--- config.mk ---
export PLATFORM = sky130hd
export DESIGN_NAME = stream_byte_pattern_matcher
export DESIGN_NICKNAME = d
export VERILOG_FILES = /design/src/design/sbpm_pkg.sv /design/src/design/sbpm_cell.sv /design/src/design/sbpm_obuf.sv /design/src/design/stream_byte_pattern_matcher.sv
export SDC_FILE = /design/constraint.sdc
export NUM_CORES = 1
export LEC_CHECK = 0
export BUFFER_PORTS_ARGS = -buffer_cell sky130_fd_sc_hd__buf_4
export CAP_MARGIN = 15
export CORE_MARGIN = 2
export CORE_UTILIZATION = 40
export DETAILED_ROUTE_END_ITERATION = 16
export GPL_TIMING_DRIVEN = 0
export SYNTH_ARGS = -nofsm -noshare
export SYNTH_HDL_FRONTEND = slang
export SYNTH_SLANG_ARGS = --single-unit
--- constraint.sdc ---
create_clock -name clk_i -period 6.6 [get_ports clk_i]
set_clock_uncertainty 0.1 [all_clocks]
set_input_delay 0.99 -clock clk_i [delete_from_list [all_inputs] [get_ports clk_i]]
set_output_delay 0.99 -clock clk_i [all_outputs]
set_load 0.1 [all_outputs]
--- src/design/sbpm_pkg.sv ---
package sbpm_pkg;

  localparam int unsigned PAT_BYTES = 16;

  localparam logic [4:0]  SINCE_RESET = 5'd16;
  localparam logic [4:0]  SINCE_TOP   = 5'd31;
  localparam logic [31:0] SAT32       = 32'hFFFF_FFFF;

  typedef enum logic [1:0] {
    REG_PAT_LOW  = 2'd0,
    REG_PAT_HIGH = 2'd1,
    REG_PAT_LEN  = 2'd2,
    REG_MODE     = 2'd3
  } reg_addr_e;

  typedef logic [PAT_BYTES-1:0][7:0] pat_bytes_t;

  typedef struct packed {
    logic [31:0] total_matches;
    logic [31:0] match_offset;
    logic        is_match;
    logic        search_done;
  } res_t;

endpackage

--- src/design/sbpm_cell.sv ---
module sbpm_cell #(
  parameter int unsigned IDX = 0
) (
  input  logic               clk_i,
  input  logic               rst_ni,
  input  logic               shift_i,
  input  logic               clear_i,
  input  logic [7:0]         byte_i,
  input  logic [4:0]         len_i,
  input  sbpm_pkg::pat_bytes_t pat_i,
  output logic [7:0]         byte_o,
  output logic               match_o
);

  localparam logic [4:0] IDX_V = 5'(IDX);

  logic [7:0] byte_q, byte_d;
  logic [4:0] sel;
  logic       active;

  // cell k sees window byte k after the shift; it lines up with pattern byte len-1-k
  assign active  = IDX_V < len_i;
  assign sel     = len_i - IDX_V - 5'd1;
  assign match_o = !active || (byte_i == pat_i[sel[3:0]]);
  assign byte_o  = byte_q;

  always_comb begin
    byte_d = byte_q;
    if (clear_i) begin
      byte_d = '0;
    end else if (shift_i) begin
      byte_d = byte_i;
    end
  end

  always_ff @(posedge clk_i or negedge rst_ni) begin
    if (!rst_ni) begin
      byte_q <= '0;
    end else begin
      byte_q <= byte_d;
    end
  end

endmodule

--- src/design/sbpm_obuf.sv ---
module sbpm_obuf (
  input  logic           clk_i,
  input  logic           rst_ni,
  input  logic           push_i,
  input  sbpm_pkg::res_t res_i,
  output logic           full_o,
  output logic           valid_o,
  input  logic           pop_ready_i,
  output sbpm_pkg::res_t res_o
);

  logic [1:0]     cnt_q, cnt_d, cnt_left;
  sbpm_pkg::res_t slot0_q, slot0_d, slot1_q, slot1_d;
  logic           pop;

  assign valid_o = cnt_q != 2'd0;
  assign full_o  = cnt_q == 2'd2;
  assign res_o   = slot0_q;
  assign pop     = valid_o && pop_ready_i;

  always_comb begin
    slot0_d  = slot0_q;
    slot1_d  = slot1_q;
    cnt_left = cnt_q - {1'b0, pop};
    if (pop && cnt_q == 2'd2) begin
      slot0_d = slot1_q;
    end
    if (push_i) begin
      if (cnt_left == 2'd0) begin
        slot0_d = res_i;
      end else begin
        slot1_d = res_i;
      end
    end
    cnt_d = cnt_left + {1'b0, push_i};
  end

  always_ff @(posedge clk_i or negedge rst_ni) begin
    if (!rst_ni) begin
      cnt_q <= '0;
    end else begin
      cnt_q <= cnt_d;
    end
  end

  always_ff @(posedge clk_i) begin
    slot0_q <= slot0_d;
    slot1_q <= slot1_d;
  end

`ifndef SYNTHESIS
  a_cnt_range: assert property (@(posedge clk_i) disable iff (!rst_ni)
    cnt_q != 2'd3) else $error("output buffer count out of range");
  a_no_push_full: assert property (@(posedge clk_i) disable iff (!rst_ni)
    (cnt_q == 2'd2 && !pop_ready_i) |-> !push_i) else $error("push into full buffer");
`endif

endmodule

--- src/design/stream_byte_pattern_matcher.sv ---
// Results are registered in the output buffer before they reach the master side.
// Throughput: one byte per cycle unless the buffer is full; all cells compare in the same cycle.
// A two-entry output buffer keeps input flowing while one result waits.
// Reset (async, active low) clears the window, counters and registers:
// pattern zero, length 1, overlapping mode.
module stream_byte_pattern_matcher #(
  parameter int unsigned PATTERN_MAX = 16
) (
  input  logic        clk_i,
  input  logic        rst_ni,
  // data_byte [7:0]
  input  logic [7:0]  s_axis_tdata,
  input  logic        s_axis_tlast,
  input  logic        s_axis_tvalid,
  output logic        s_axis_tready,
  // match_offset [31:0], total_matches [63:32]
  output logic [63:0] m_axis_tdata,
  // is_match [0]
  output logic        m_axis_tuser,
  output logic        m_axis_tlast,
  output logic        m_axis_tvalid,
  input  logic        m_axis_tready,
  input  logic        psel,
  input  logic        penable,
  input  logic        pwrite,
  input  logic [4:0]  paddr,
  input  logic [63:0] pwdata,
  output logic [63:0] prdata,
  output logic        pready
);

  localparam int unsigned NCELL = (PATTERN_MAX < 16) ? PATTERN_MAX : 16;
  localparam logic [4:0]  CAP   = 5'(NCELL);

  logic [63:0] pat_low_q, pat_high_q;
  logic [4:0]  pat_len_q;
  logic        mode_q;
  logic        cfg_wr;
  sbpm_pkg::reg_addr_e cfg_addr;

  logic [31:0] pos_q, pos_d;
  logic [4:0]  since_q, since_d, since_inc;
  logic [31:0] total_q, total_d;

  logic        in_acc, clear, full, saturated, pos_ok, hit, all_eq;
  logic [4:0]  eff_len;
  sbpm_pkg::pat_bytes_t pat;
  sbpm_pkg::res_t res, head;

  logic [NCELL:0][7:0] chain;
  logic [NCELL-1:0]    eq;

  // configuration port
  assign pready   = 1'b1;
  assign cfg_addr = sbpm_pkg::reg_addr_e'(paddr[4:3]);
  assign cfg_wr   = psel && penable && pwrite;

  always_comb begin
    case (cfg_addr)
      sbpm_pkg::REG_PAT_LOW:  prdata = pat_low_q;
      sbpm_pkg::REG_PAT_HIGH: prdata = pat_high_q;
      sbpm_pkg::REG_PAT_LEN:  prdata = {59'd0, pat_len_q};
      sbpm_pkg::REG_MODE:     prdata = {63'd0, mode_q};
      default:                prdata = '0;
    endcase
  end

  always_ff @(posedge clk_i or negedge rst_ni) begin
    if (!rst_ni) begin
      pat_low_q  <= '0;
      pat_high_q <= '0;
      pat_len_q  <= 5'd1;
      mode_q     <= 1'b0;
    end else if (cfg_wr) begin
      case (cfg_addr)
        sbpm_pkg::REG_PAT_LOW:  pat_low_q  <= pwdata;
        sbpm_pkg::REG_PAT_HIGH: pat_high_q <= pwdata;
        sbpm_pkg::REG_PAT_LEN:  pat_len_q  <= pwdata[4:0];
        sbpm_pkg::REG_MODE:     mode_q     <= pwdata[0];
        default: ;
      endcase
    end
  end

  assign pat     = {pat_high_q, pat_low_q};
  assign eff_len = (pat_len_q == 5'd0) ? 5'd1 : ((pat_len_q > CAP) ? CAP : pat_len_q);

  // window cells
  assign in_acc   = s_axis_tvalid && s_axis_tready;
  assign clear    = in_acc && s_axis_tlast;
  assign chain[0] = s_axis_tdata;

  for (genvar k = 0; k < NCELL; k++) begin : g_cell
    sbpm_cell #(.IDX(k)) u_cell (
      .clk_i   (clk_i),
      .rst_ni  (rst_ni),
      .shift_i (in_acc),
      .clear_i (clear),
      .byte_i  (chain[k]),
      .len_i   (eff_len),
      .pat_i   (pat),
      .byte_o  (chain[k+1]),
      .match_o (eq[k])
    );
  end

  // match decision and counters
  assign all_eq    = &eq;
  assign saturated = pos_q == sbpm_pkg::SAT32;
  assign pos_ok    = saturated || (({1'b0, pos_q} + 33'd1) >= {28'd0, eff_len});
  assign since_inc = (since_q < sbpm_pkg::SINCE_TOP) ? since_q + 5'd1 : since_q;
  assign hit       = all_eq && pos_ok && !(mode_q && since_inc < eff_len);

  always_comb begin
    pos_d   = pos_q;
    since_d = since_q;
    total_d = total_q;
    if (in_acc) begin
      if (!saturated) begin
        pos_d = pos_q + 32'd1;
      end
      since_d = since_inc;
      if (hit) begin
        since_d = 5'd0;
        if (total_q != sbpm_pkg::SAT32) begin
          total_d = total_q + 32'd1;
        end
      end
    end
    res.total_matches = total_d;
    res.is_match      = hit;
    res.search_done   = s_axis_tlast;
    res.match_offset  = !hit ? 32'd0 :
                        (saturated ? sbpm_pkg::SAT32 : pos_q - {27'd0, eff_len} + 32'd1);
    if (clear) begin
      pos_d   = '0;
      since_d = sbpm_pkg::SINCE_RESET;
      total_d = '0;
    end
  end

  always_ff @(posedge clk_i or negedge rst_ni) begin
    if (!rst_ni) begin
      pos_q   <= '0;
      since_q <= sbpm_pkg::SINCE_RESET;
      total_q <= '0;
    end else begin
      pos_q   <= pos_d;
      since_q <= since_d;
      total_q <= total_d;
    end
  end

  // output buffer
  assign s_axis_tready = !full;

  sbpm_obuf u_obuf (
    .clk_i       (clk_i),
    .rst_ni      (rst_ni),
    .push_i      (in_acc && (hit || s_axis_tlast)),
    .res_i       (res),
    .full_o      (full),
    .valid_o     (m_axis_tvalid),
    .pop_ready_i (m_axis_tready),
    .res_o       (head)
  );

  assign m_axis_tdata = {head.total_matches, head.match_offset};
  assign m_axis_tuser = head.is_match;
  assign m_axis_tlast = head.search_done;

`ifndef SYNTHESIS
  a_clear_on_last: assert property (@(posedge clk_i) disable iff (!rst_ni)
    clear |=> (pos_q == '0 && total_q == '0 && since_q == sbpm_pkg::SINCE_RESET))
    else $error("counters not cleared after last byte");
  a_hit_counts: assert property (@(posedge clk_i) disable iff (!rst_ni)
    (in_acc && hit && !s_axis_tlast) |=> (since_q == 5'd0 && total_q != '0))
    else $error("match not recorded");
  a_total_hold: assert property (@(posedge clk_i) disable iff (!rst_ni)
    (!in_acc) |=> $stable(total_q) && $stable(pos_q))
    else $error("counters moved without an item");
  a_nonoverlap: assert property (@(posedge clk_i) disable iff (!rst_ni)
    (in_acc && hit && mode_q) |-> (since_inc >= eff_len))
    else $error("overlapping match in nonoverlap mode");
`endif

endmodule
==> results_dict.tcl, run 1 <==
set metrics [dict create \
    path_clk_slew_ns 0.07 \
    syn_area_per_cell_um2 10.9 \
    yosysSeqAreaShare_pct 38.3 \
    gp_congestion 1.05 \
    num_vias 24157 \
    setup_viol 0 \
    max_cap_violations 0 \
    cp-start-kind "flop" \
    die_x_um 277 \
    die-area_um2 76900 \
    min_period_over_period_pct 99.9 \
    violations "slew limit" \
    netlist_instances 2729 \
    ir_drop_mv 0.263 \
    slew_violations 4 \
    tightest_slew_ns 1.54 \
    viasPerCell 6.02 \
    power.total_uw 16600 \
    ios 218 \
    status "complete, but fails checks" \
    drc 0 \
    diodes 0 \
    antenna_found_initial 1 \
    power_density_nw_per_um2 477 \
    grtUsageTotal_pct 27.6 \
    worstPathArrival_ns 6.85 \
    utilization_pct 46.8 \
    async_reset_ff_share_pct 71.1 \
    ant_nets 0 \
    synth_edf_count 66 \
    cts_tree "built" \
    drt_wl_total_um 108000 \
    power.static_leakage_uw 0.0145 \
    fin_crit_ns 6.60 \
    start_util_pct 40.3 \
    yosys_warnings 0 \
    grt_max_degree 94 \
    fillers 6804 \
    cp-end-kind "flop" \
    synth-seq-cells 457 \
    ys.flop_type "dfrtp_1" \
    crit_required_ns 6.86 \
    critPathTopFamily "compound AO/OA/AOI/OAI gates" \
    nNetsFinal 3174 \
    drive_above_1_share_pct 26.7 \
    route.detailed.wl_per_inst_um 26.8 \
    worst-path-max-fanout 10 \
    crit_type "flop to flop" \
    clk_latency_ns 0.62 \
    syn_to_final_growth_pct 16.3 \
    grt_overflow 0 \
    grt_pass1_wl_um 159000 \
    first_pass_iters 7 \
    worstHoldPathType "input port to asynchronous set/reset pin" \
    max_freq_mhz 152 \
    chipHeight_um 277 \
    grt_pass1_vias 24114 \
    cts_buffers 51 \
    crit_slowest_cell "a222oi_1" \
    cts_root_buf "clkbuf_16" \
    cts_max_level 2 \
    place_area_um2 32800 \
    crit_buf_inv 4 \
    finalHoldViolations 0 \
    slew-limit-headroom_pct -2.96 \
    critical_path.cell_chain "buf_2, buf_1, mux2_2, a222oi_1, mux4_2, xnor2_1, nor4_1, nand4_1, or3_1, a2111oi_4, and4_1, buf_4, nand2_1, xor2_1, inv_1" \
    io_buffers 213 \
    synth_area_um2 29900 \
    cts_max_path_buffers 3 \
    placeableCoreArea_um2 74200 \
    post-dp-hpwl_um 84700 \
    drt-initial-drc-count 2422 \
    max_stage_delay_ns 1.09 \
    cts.sinks 457 \
    ys_types 76 \
    design_area_um2 34700 \
    synth_nets 2897 \
    rows 100 \
]
[cell usage in the layout (no fill, tap or decap), types with 22 or more instances in the layout]
| master | Yosys | routed |
|---|---|---|
| mux2_2 | 187 | 187 |
| ha_1 | 82 | 80 |
| nand4_1 | 43 | 43 |
| edfxtp_1 | 66 | 66 |
| a21o_1 | 23 | 23 |
| o21ai_0 | 180 | 180 |
| and3_1 | 27 | 27 |
| nor3_1 | 23 | 22 |
| inv_1 | 84 | 84 |
| nand2_1 | 346 | 345 |
| clkbuf_1 | 122 | 117 |
| xnor2_1 | 179 | 178 |
| clkbuf_16 | 0 | 51 |
| buf_4 | 5 | 225 |
| dfrtp_1 | 323 | 323 |
| nand3_1 | 41 | 40 |
| a222oi_1 | 24 | 24 |
| xor2_1 | 46 | 46 |
| mux2i_1 | 101 | 100 |
| dfxtp_1 | 66 | 66 |
| mux4_2 | 233 | 233 |
| nor2_1 | 208 | 203 |
| a21oi_1 | 98 | 96 |
[kinds of logic (layout without fill, tap and decap cells)]
family	after synthesis	in the layout	share of synthesized area [%]
xor gates and xnor gates	229	229	6.82
buffers and inverters	253	566	3.41
adders and majority gates	83	83	3.50
DFF	457	457	38.3
muxes	521	521	28.0
other	1	1	0.0126
AOI/OAI and AO/OA	420	420	8.68
and+or+nand+nor	765	766	11.3
[cell usage after synthesis, types with 82 or more instances]
cell | number | share of area, %
mux2_2 | 187 | 7.1
dfrtp_1 | 323 | 27
o21ai_0 | 180 | 3.0
nor2_1 | 208 | 2.6
a21oi_1 | 98 | 1.6
xnor2_1 | 179 | 5.2
nand2_1 | 346 | 4.3
ha_1 | 82 | 3.4
mux4_2 | 233 | 18
inv_1 | 84 | 1.1
clkbuf_1 | 122 | 1.5
mux2i_1 | 101 | 3.4
[through the flow]
step / hold slack, ns / cells / worst slack, ns / setup TNS (ns)
detailed placement: 0.397 / 3916 / -2.56 / -504.43
floorplan: 0.370 / 2729 / 0.158 / 0
finish: 0.280 / 4012 / 0.00389 / 0
global route: 0.344 / 4012 / -0.0000262 / -0.0000262
global placement: 0.392 / 3911 / -3.01 / -555.99
CTS: 0.315 / 4009 / 0.0170 / 0
[where the power goes]
part	internal (uW)	switching, uW
logic	3580	6110
registers	3400	630
clock network	1600	1220
[cell type report]
class / count / area, um2 / area share, %
clock buffers: 71 / 1430 / 4.12
well taps: 969 / 1210 / 3.49
multi-input cells: 2020 / 17600 / 50.7
repair buffers: 225 / 1790 / 5.15
plain buffers: 164 / 728 / 2.10
flip-flops and latches: 457 / 11400 / 32.9
inverters: 87 / 329 / 0.948
clock inverters: 19 / 201 / 0.580
[final timing paths]
check	from	end	slack, ns	cells past startpoint
worst max-delay path	pat_len_q[0]$_DFFE_PN1P_	u_obuf.slot1_q[65]$_DFFE_PP_	0.004	15
worst min-delay path	rst_ni	pat_high_q[21]$_DFFE_PN0P_	0.28	1
worst max register to register	pat_len_q[0]$_DFFE_PN1P_	u_obuf.slot1_q[65]$_DFFE_PP_	0.004	15
worst min register to register	g_cell[14].u_cell.byte_o[0]$_DFFE_PN0P_	g_cell[14].u_cell.byte_o[0]$_DFFE_PN0P_	0.41	2
max in group asynchronous	rst_ni	g_cell[0].u_cell.byte_o[0]$_DFFE_PN0P_	4.42	4
min in group clk_i	g_cell[14].u_cell.byte_o[0]$_DFFE_PN0P_	g_cell[14].u_cell.byte_o[0]$_DFFE_PN0P_	0.41	2
[what timing repair did]
item / 4_1_cts / 5_1_grt
endpoints found under the setup margin: 236 / 201
pin swaps: 3 / 4
gates cloned: 1 / 0
resized for setup: 47 / 17
hold buffers: 0 / 0
setup buffers: 3 / 3
[routing by layer]
layer / GRT usage, % / routed length (um) / vias up
met2: 45.6 / 50900 / 1175
li1: - / - / 10563
met4: 15.1 / 6720 / 2
met1: 34.9 / 42100 / 12146
met5: 0 / 15 / -
met3: 4.35 / 7670 / 271
[sequential cells by signal, summed over array words and instances, names as in the netlist, 32 cells and up]
name / count
pat_low_q: 64
pos_q: 32
g_cell.u_cell.byte_o: 120
u_obuf.slot1_q: 66
total_q: 32
u_obuf.res_o: 66
pat_high_q: 64
Note: power is estimated with default switching activity, not from simulation.
==> run 2, diff against run 1 <==
--- a/config.mk
+++ b/config.mk
@@ -5,12 +5,16 @@
 export SDC_FILE = /design/constraint.sdc
 export NUM_CORES = 1
 export LEC_CHECK = 0
+export ABC_AREA = 1
 export BUFFER_PORTS_ARGS = -buffer_cell sky130_fd_sc_hd__buf_4
 export CAP_MARGIN = 15
+export CELL_PAD_IN_SITES_DETAIL_PLACEMENT = 1
+export CELL_PAD_IN_SITES_GLOBAL_PLACEMENT = 2
 export CORE_MARGIN = 2
-export CORE_UTILIZATION = 40
+export CORE_UTILIZATION = 31
 export DETAILED_ROUTE_END_ITERATION = 16
 export GPL_TIMING_DRIVEN = 0
+export PLACE_DENSITY_LB_ADDON = 0.1
 export SYNTH_ARGS = -nofsm -noshare
 export SYNTH_HDL_FRONTEND = slang
 export SYNTH_SLANG_ARGS = --single-unit
==> run 2 against run 1 <==
The run now ends clean; flip-flop and latch count stayed put; area after synthesis is 4.8% higher; via count is 47% higher; final cell count is 56% higher; critical endpoint is now u_obuf.slot1_q[14]$_DFFE_PP_; largest power group unchanged.
==> results_dict.tcl, run 2 <==
set metrics [dict create \
    rsz0062_at_grt "yes" \
    chipHeight_um 322 \
    antenna_found_initial 6 \
    worstHoldPathType "input port to asynchronous set/reset pin" \
    multiInputGateArea_um2 17000 \
    drive_above_1_share_pct 9.33 \
    seqCellArea_um2 11400 \
    yosysTopAreaCellShare_pct 25.8 \
    placeableCoreArea_um2 100000 \
    min_period_over_period_pct 97.0 \
    synth_nets 4797 \
    hold_ws_ns 0.111 \
    cp-end-kind "flop" \
    synth_commonest_cells "1308 x nand2_1, 1046 x nand3_1, 493 x inv_1" \
    crit_start "pat_len_q[0]$_DFFE_PN1P_" \
    power.static_leakage_uw 0.0177 \
    grt_max_degree 114 \
    netlist_top_cells_area "dfrtp_1 26%, nand3_1 17%, nand2_1 16%" \
    largest_register_ffs 120 \
    netlist_instances 4629 \
    grtUsageTotal_pct 37.4 \
    ys_types 58 \
    path_clk_slew_ns 0.06 \
    fin_crit_ns 6.40 \
    cts_root_buf "clkbuf_16" \
    cts_max_level 2 \
    cts_buffers 57 \
    worstPathArrival_ns 6.68 \
    max_stage_delay_ns 0.61 \
    io_buffers 213 \
    die_x_um 322 \
    grt_overflow 0 \
    drt_wl_total_um 195000 \
    async_reset_ff_share_pct 71.1 \
    critPathTopFamily "simple AND/OR/NAND/NOR gates" \
    place_area_um2 34700 \
    die-area_um2 104000 \
    ios 218 \
    crit_slowest_cell "dfstp_2" \
    synth_area_um2 31300 \
    critPathMostFrequentCell "nand2_1" \
    crit_required_ns 6.88 \
    setup_viol 0 \
    ir_drop_mv 0.304 \
    synth-seq-cells 457 \
    slew_violations 0 \
    finalHoldViolations 0 \
    worst-path-max-fanout 31 \
    crit_buf_inv 4 \
    nNetsFinal 5075 \
    cts_tree "built" \
    yosysSeqAreaShare_pct 36.5 \
    cp-start-kind "flop" \
    ys.flop_type "dfrtp_1" \
    ant_nets 0 \
    drt-initial-drc-count 3680 \
    design_area_um2 36800 \
    yosys_warnings 0 \
    status "finished, final reports clean" \
    rows 116 \
    drc 0 \
    layout_commonest_cell "nand2_1" \
    viasPerCell 5.67 \
    synth_edf_count 66 \
    slew-limit-headroom_pct 24.5 \
    power.total_uw 19200 \
    syn_to_final_growth_pct 17.5 \
    power_density_nw_per_um2 521 \
    start_util_pct 31.3 \
    tightest_slew_ns 1.13 \
    yosys.area.top_type "dfrtp_1" \
    mostFrequentLayoutCells "1308 x nand2_1, 1043 x nand3_1, 493 x inv_1" \
    num_vias 35485 \
    max_cap_violations 0 \
    first_pass_iters 6 \
    cts.sinks 457 \
    crit_type "flop to flop" \
    route.detailed.wl_per_inst_um 31.2 \
    cts_max_path_buffers 3 \
    synth.most_common_cell "nand2_1" \
    post-dp-hpwl_um 161000 \
    dpl.cell_count 6145 \
    final_cell_count_no_fill 6255 \
    grt_pass1_wl_um 271000 \
    clk_latency_ns 0.69 \
    r2r-start "pat_len_q[0]$_DFFE_PN1P_" \
    gp_congestion 1.08 \
    syn_area_per_cell_um2 6.76 \
    max_freq_mhz 156 \
    grt_pass1_vias 35134 \
    fillers 12716 \
    postCtsHoldBufs 0 \
]
[run 2: cell count changes in the layout (fill, tap and decap cells not counted), moves of 22 or more]
cell / change
a222oi_1: -24
and3_1: -26
inv_1: +409
mux2_2: -187
mux2i_1: -63
mux4_2: -233
nand2_1: +963
nand3_1: +1003
nor2_1: -26
o21ai_0: +74
o21ai_1: +22
o22ai_1: +146
or2_2: +24
xnor2_1: -174
[run 2: cell type report]
cell class | count | share of cell area (%)
Clock inverter | 36 | 1.31
Clock buffer | 70 | 4.15
Sequential cell | 457 | 31.1
Antenna cell | 3 | 0.0204
Tap cell | 1298 | 4.42
Timing Repair Buffer | 222 | 4.82
Buffer | 225 | 2.82
Multi-Input combinational cell | 3435 | 46.2
Inverter | 509 | 5.20
[run 2: path summary, 6_finish.rpt]
| path | to | slack [ns] | cells past startpoint |
|---|---|---|---|
| setup / recovery | u_obuf.slot1_q[14]$_DFFE_PP_ | 0.20 | 27 |
| hold / removal | pos_q[13]$_DFFE_PN0P_ | 0.11 | 1 |
| setup reg to reg | u_obuf.slot1_q[14]$_DFFE_PP_ | 0.20 | 27 |
| hold reg to reg | pat_high_q[24]$_DFFE_PN0P_ | 0.38 | 2 |
| max in group asynchronous | g_cell[9].u_cell.byte_o[5]$_DFFE_PN0P_ | 4.87 | 3 |
| min in group clk_i | pat_high_q[24]$_DFFE_PN0P_ | 0.38 | 2 |
[run 2: timing repair]
item,CTS,global route
resized for setup,18,8
setup endpoints to repair,233,161
pin swaps,0,2
buffers inserted,0,4
endpoints found under the hold margin,0,0
cloned,0,0
[run 2: cells by family (layout without fill, tap and decap cells)]
family | count (synthesis) | count (layout) | share of synthesized area [%]
and+or+nand+nor | 2661 | 2661 | 37.1
buffers and inverters | 737 | 1062 | 9.39
AOI/OAI and AO/OA | 596 | 596 | 10.7
DFF | 457 | 457 | 36.5
adders and majority gates | 83 | 83 | 3.34
xor gates and xnor gates | 57 | 57 | 1.70
muxes | 37 | 37 | 1.18
other | 1 | 4 | 0.0120
[run 2: where the power goes]
part	switching, uW	internal (uW)
clock	1410	1970
combinational	9140	2690
sequential	528	3430
total	11100	8100
[run 2: layer usage]
metal / GRT usage (%) / vias to the layer above / wire length, um
li1: - / 16021 / -
met1: 47.8 / 17582 / 81700
met2: 58.8 / 1466 / 85900
met3: 5.10 / 416 / 12100
met4: 24.7 / 0 / 15700
met5: 0 / - / 0
[run 2: through the flow]
stage | setup slack, ns | util [%] | setup TNS (ns)
floorplan | 0.801 | - | 0
global placement | -2.81 | 34.5 | -234.84
detailed placement | -0.647 | 34.6 | -77.45
CTS | 0.00371 | 36.7 | 0
global route | -0.00721 | 36.7 | -0.00721
finish | 0.200 | 36.7 | 0
==> run 3, diff against run 2 <==
--- a/config.mk
+++ b/config.mk
@@ -6,15 +6,15 @@
 export NUM_CORES = 1
 export LEC_CHECK = 0
 export ABC_AREA = 1
-export BUFFER_PORTS_ARGS = -buffer_cell sky130_fd_sc_hd__buf_4
 export CAP_MARGIN = 15
 export CELL_PAD_IN_SITES_DETAIL_PLACEMENT = 1
 export CELL_PAD_IN_SITES_GLOBAL_PLACEMENT = 2
 export CORE_MARGIN = 2
-export CORE_UTILIZATION = 31
+export CORE_UTILIZATION = 33
 export DETAILED_ROUTE_END_ITERATION = 16
+export DONT_BUFFER_PORTS = 1
 export GPL_TIMING_DRIVEN = 0
-export PLACE_DENSITY_LB_ADDON = 0.1
+export PLACE_DENSITY = 0.86
 export SYNTH_ARGS = -nofsm -noshare
 export SYNTH_HDL_FRONTEND = slang
 export SYNTH_SLANG_ARGS = --single-unit
==> run 3 against run 2 <==
Wire length rose by 0.68%; combinational power decreased by 14%; largest cell class unchanged; final cell count down 4.2%; count of clock-buffer cells in the layout fell by 5; highest routed layer is now met5; worst setup slack gained 0.060 ns; core utilization rose by 1.1 points.
==> results_dict.tcl, run 3 (synthesis results as in run 2) <==
set metrics [dict create \
    status "finished, final reports clean" \
    crit_start "pat_len_q[4]$_DFFE_PN0P_" \
    r2r-start "pat_len_q[4]$_DFFE_PN0P_" \
    rows 112 \
    max_cap_violations 0 \
    viasPerCell 5.88 \
    crit_buf_inv 9 \
    drt-initial-drc-count 3678 \
    crit_required_ns 7.12 \
    ir_drop_mv 0.222 \
    grt_overflow 0 \
    seqCellArea_um2 11400 \
    chipHeight_um 312 \
    power.total_uw 18700 \
    drive_above_1_share_pct 6.70 \
    largest_register_ffs 120 \
    hold_ws_ns 0.0677 \
    finalHoldViolations 0 \
    antenna_found_initial 4 \
    cts_max_path_buffers 3 \
    min_period_over_period_pct 96.1 \
    fillers 12031 \
    grt_pass1_vias 35007 \
    mostFrequentLayoutCells "1308 x nand2_1, 1045 x nand3_1, 493 x inv_1" \
    path_clk_slew_ns 0.07 \
    placeableCoreArea_um2 93600 \
    cts_buffers 53 \
    r2r-end "u_obuf.res_o[31]$_DFF_P_" \
    post-dp-hpwl_um 161000 \
    setup_viol 0 \
    power.static_leakage_uw 0.0167 \
    nNetsFinal 4856 \
    layout_commonest_cell "nand2_1" \
    grtUsageTotal_pct 39.3 \
    ios 218 \
    power_density_nw_per_um2 530 \
    crit_type "flop to flop" \
    grt_pass1_wl_um 270000 \
    place_area_um2 33300 \
    cts_max_level 2 \
    reg2reg_depth 29 \
    drc 0 \
    drt_wl_total_um 197000 \
    num_vias 35247 \
    worstPathArrival_ns 6.86 \
    tightest_slew_ns 1.25 \
    critPathMostFrequentCell "nand2_1" \
    slew-limit-headroom_pct 16.7 \
    worst-path-max-fanout 13 \
    cts_tree "built" \
    fin_tns_setup_ns 0 \
    grt_max_degree 326 \
    ant_nets 0 \
    slew_violations 0 \
    route.detailed.wl_per_inst_um 32.8 \
    io_buffers 0 \
    first_pass_iters 5 \
    crit_path_end "u_obuf.res_o[31]$_DFF_P_" \
    dpl.cell_count 5887 \
    cp-end-kind "flop" \
    crit_slowest_cell "buf_2" \
    design_area_um2 35400 \
    cp-start-kind "flop" \
    final_cell_count_no_fill 5992 \
    max_stage_delay_ns 0.44 \
    cts_root_buf "clkbuf_16" \
    multiInputGateArea_um2 17300 \
    start_util_pct 33.4 \
    critPathTopFamily "simple AND/OR/NAND/NOR gates" \
    die-area_um2 97300 \
    clk_latency_ns 0.68 \
    max_freq_mhz 158 \
    cts.sinks 457 \
    worstHoldPathType "input port to asynchronous set/reset pin" \
    gp_congestion 1.06 \
    fin_crit_ns 6.34 \
    r2r_slack_ns 0.26 \
    syn_to_final_growth_pct 13.0 \
    die_x_um 312 \
    cp_num_cells 29 \
]
## run 3: cell count changes in the layout (fill, tap and decap cells not counted), moves of 6 or more
cell,delta
buf_4,-214
o22ai_2,+49
inv_6,+6
o22ai_1,-49
o21ai_0,-8
o21ai_2,+7
clkbuf_1,-9
clkbuf_2,+8
## run 3: worst register-to-register path: cells and delay by family (launching register included)
| kind | cells | cell delay [ns] |
|---|---|---|
| AO/OA/AOI/OAI | 1 | 0.33 |
| XOR/XNOR | 1 | 0.37 |
| adder cells (fa/ha/maj) | 1 | 0.37 |
| buffers and inverters | 9 | 2.19 |
| flip-flops | 1 | 0.36 |
| AND/OR/NAND/NOR | 17 | 2.55 |
## run 3: through the flow
step                util (%)  worst slack [ns]
detailed placement      35.6            -0.684
global route            37.8          -0.00231
global placement        35.1             -3.21
CTS                     37.6            0.0727
finish                  37.8             0.260
floorplan                  -             0.801
## run 3: worst min path at each step
stage | end | slack [ns]
CTS | pat_low_q[26]$_DFFE_PN0P_ | -0.1
floorplan | pat_high_q[12]$_DFFE_PN0P_ | 0.35
global route | pat_len_q[0]$_DFFE_PN1P_ | 0.04
detailed placement | pat_high_q[17]$_DFFE_PN0P_ | 0.37
finish | pat_len_q[0]$_DFFE_PN1P_ | 0.07
global placement | pat_low_q[5]$_DFFE_PN0P_ | 0.37
## run 3: layer usage
metal | track usage (%) | up-vias | wire length [um]
met4 | 25.2 | 2 | 14700
met2 | 63.1 | 1543 | 89100
met3 | 6.68 | 420 | 14200
met1 | 48.9 | 17680 | 78700
met5 | 0 | - | 8
li1 | - | 15602 | -
## run 3: final cells by class
class / count / share of cell area (%)
Buffer: 224 / 2.95
Clock buffer: 65 / 4.02
Tap cell: 1254 / 4.44
Timing Repair Buffer: 8 / 0.478
Multi-Input combinational cell: 3435 / 49.0
Antenna cell: 5 / 0.0354
Inverter: 509 / 5.42
Sequential cell: 457 / 32.3
Clock inverter: 35 / 1.31
## run 3: timing repair
item	CTS	global route
setup endpoints to repair	234	231
gates cloned	0	0
resized for setup	14	36
pin swaps	1	0
hold endpoints to repair	323	165
setup buffers	1	0
## run 3: power by group
part / switching (uW) / leakage (uW) / internal [uW] / total (uW)
clock network: 1390 / 0.000922 / 1840 / 3230
registers: 2010 / 0.00549 / 3430 / 5440
logic: 7670 / 0.0103 / 2390 / 10100
total: 11100 / 0.0167 / 7660 / 18700
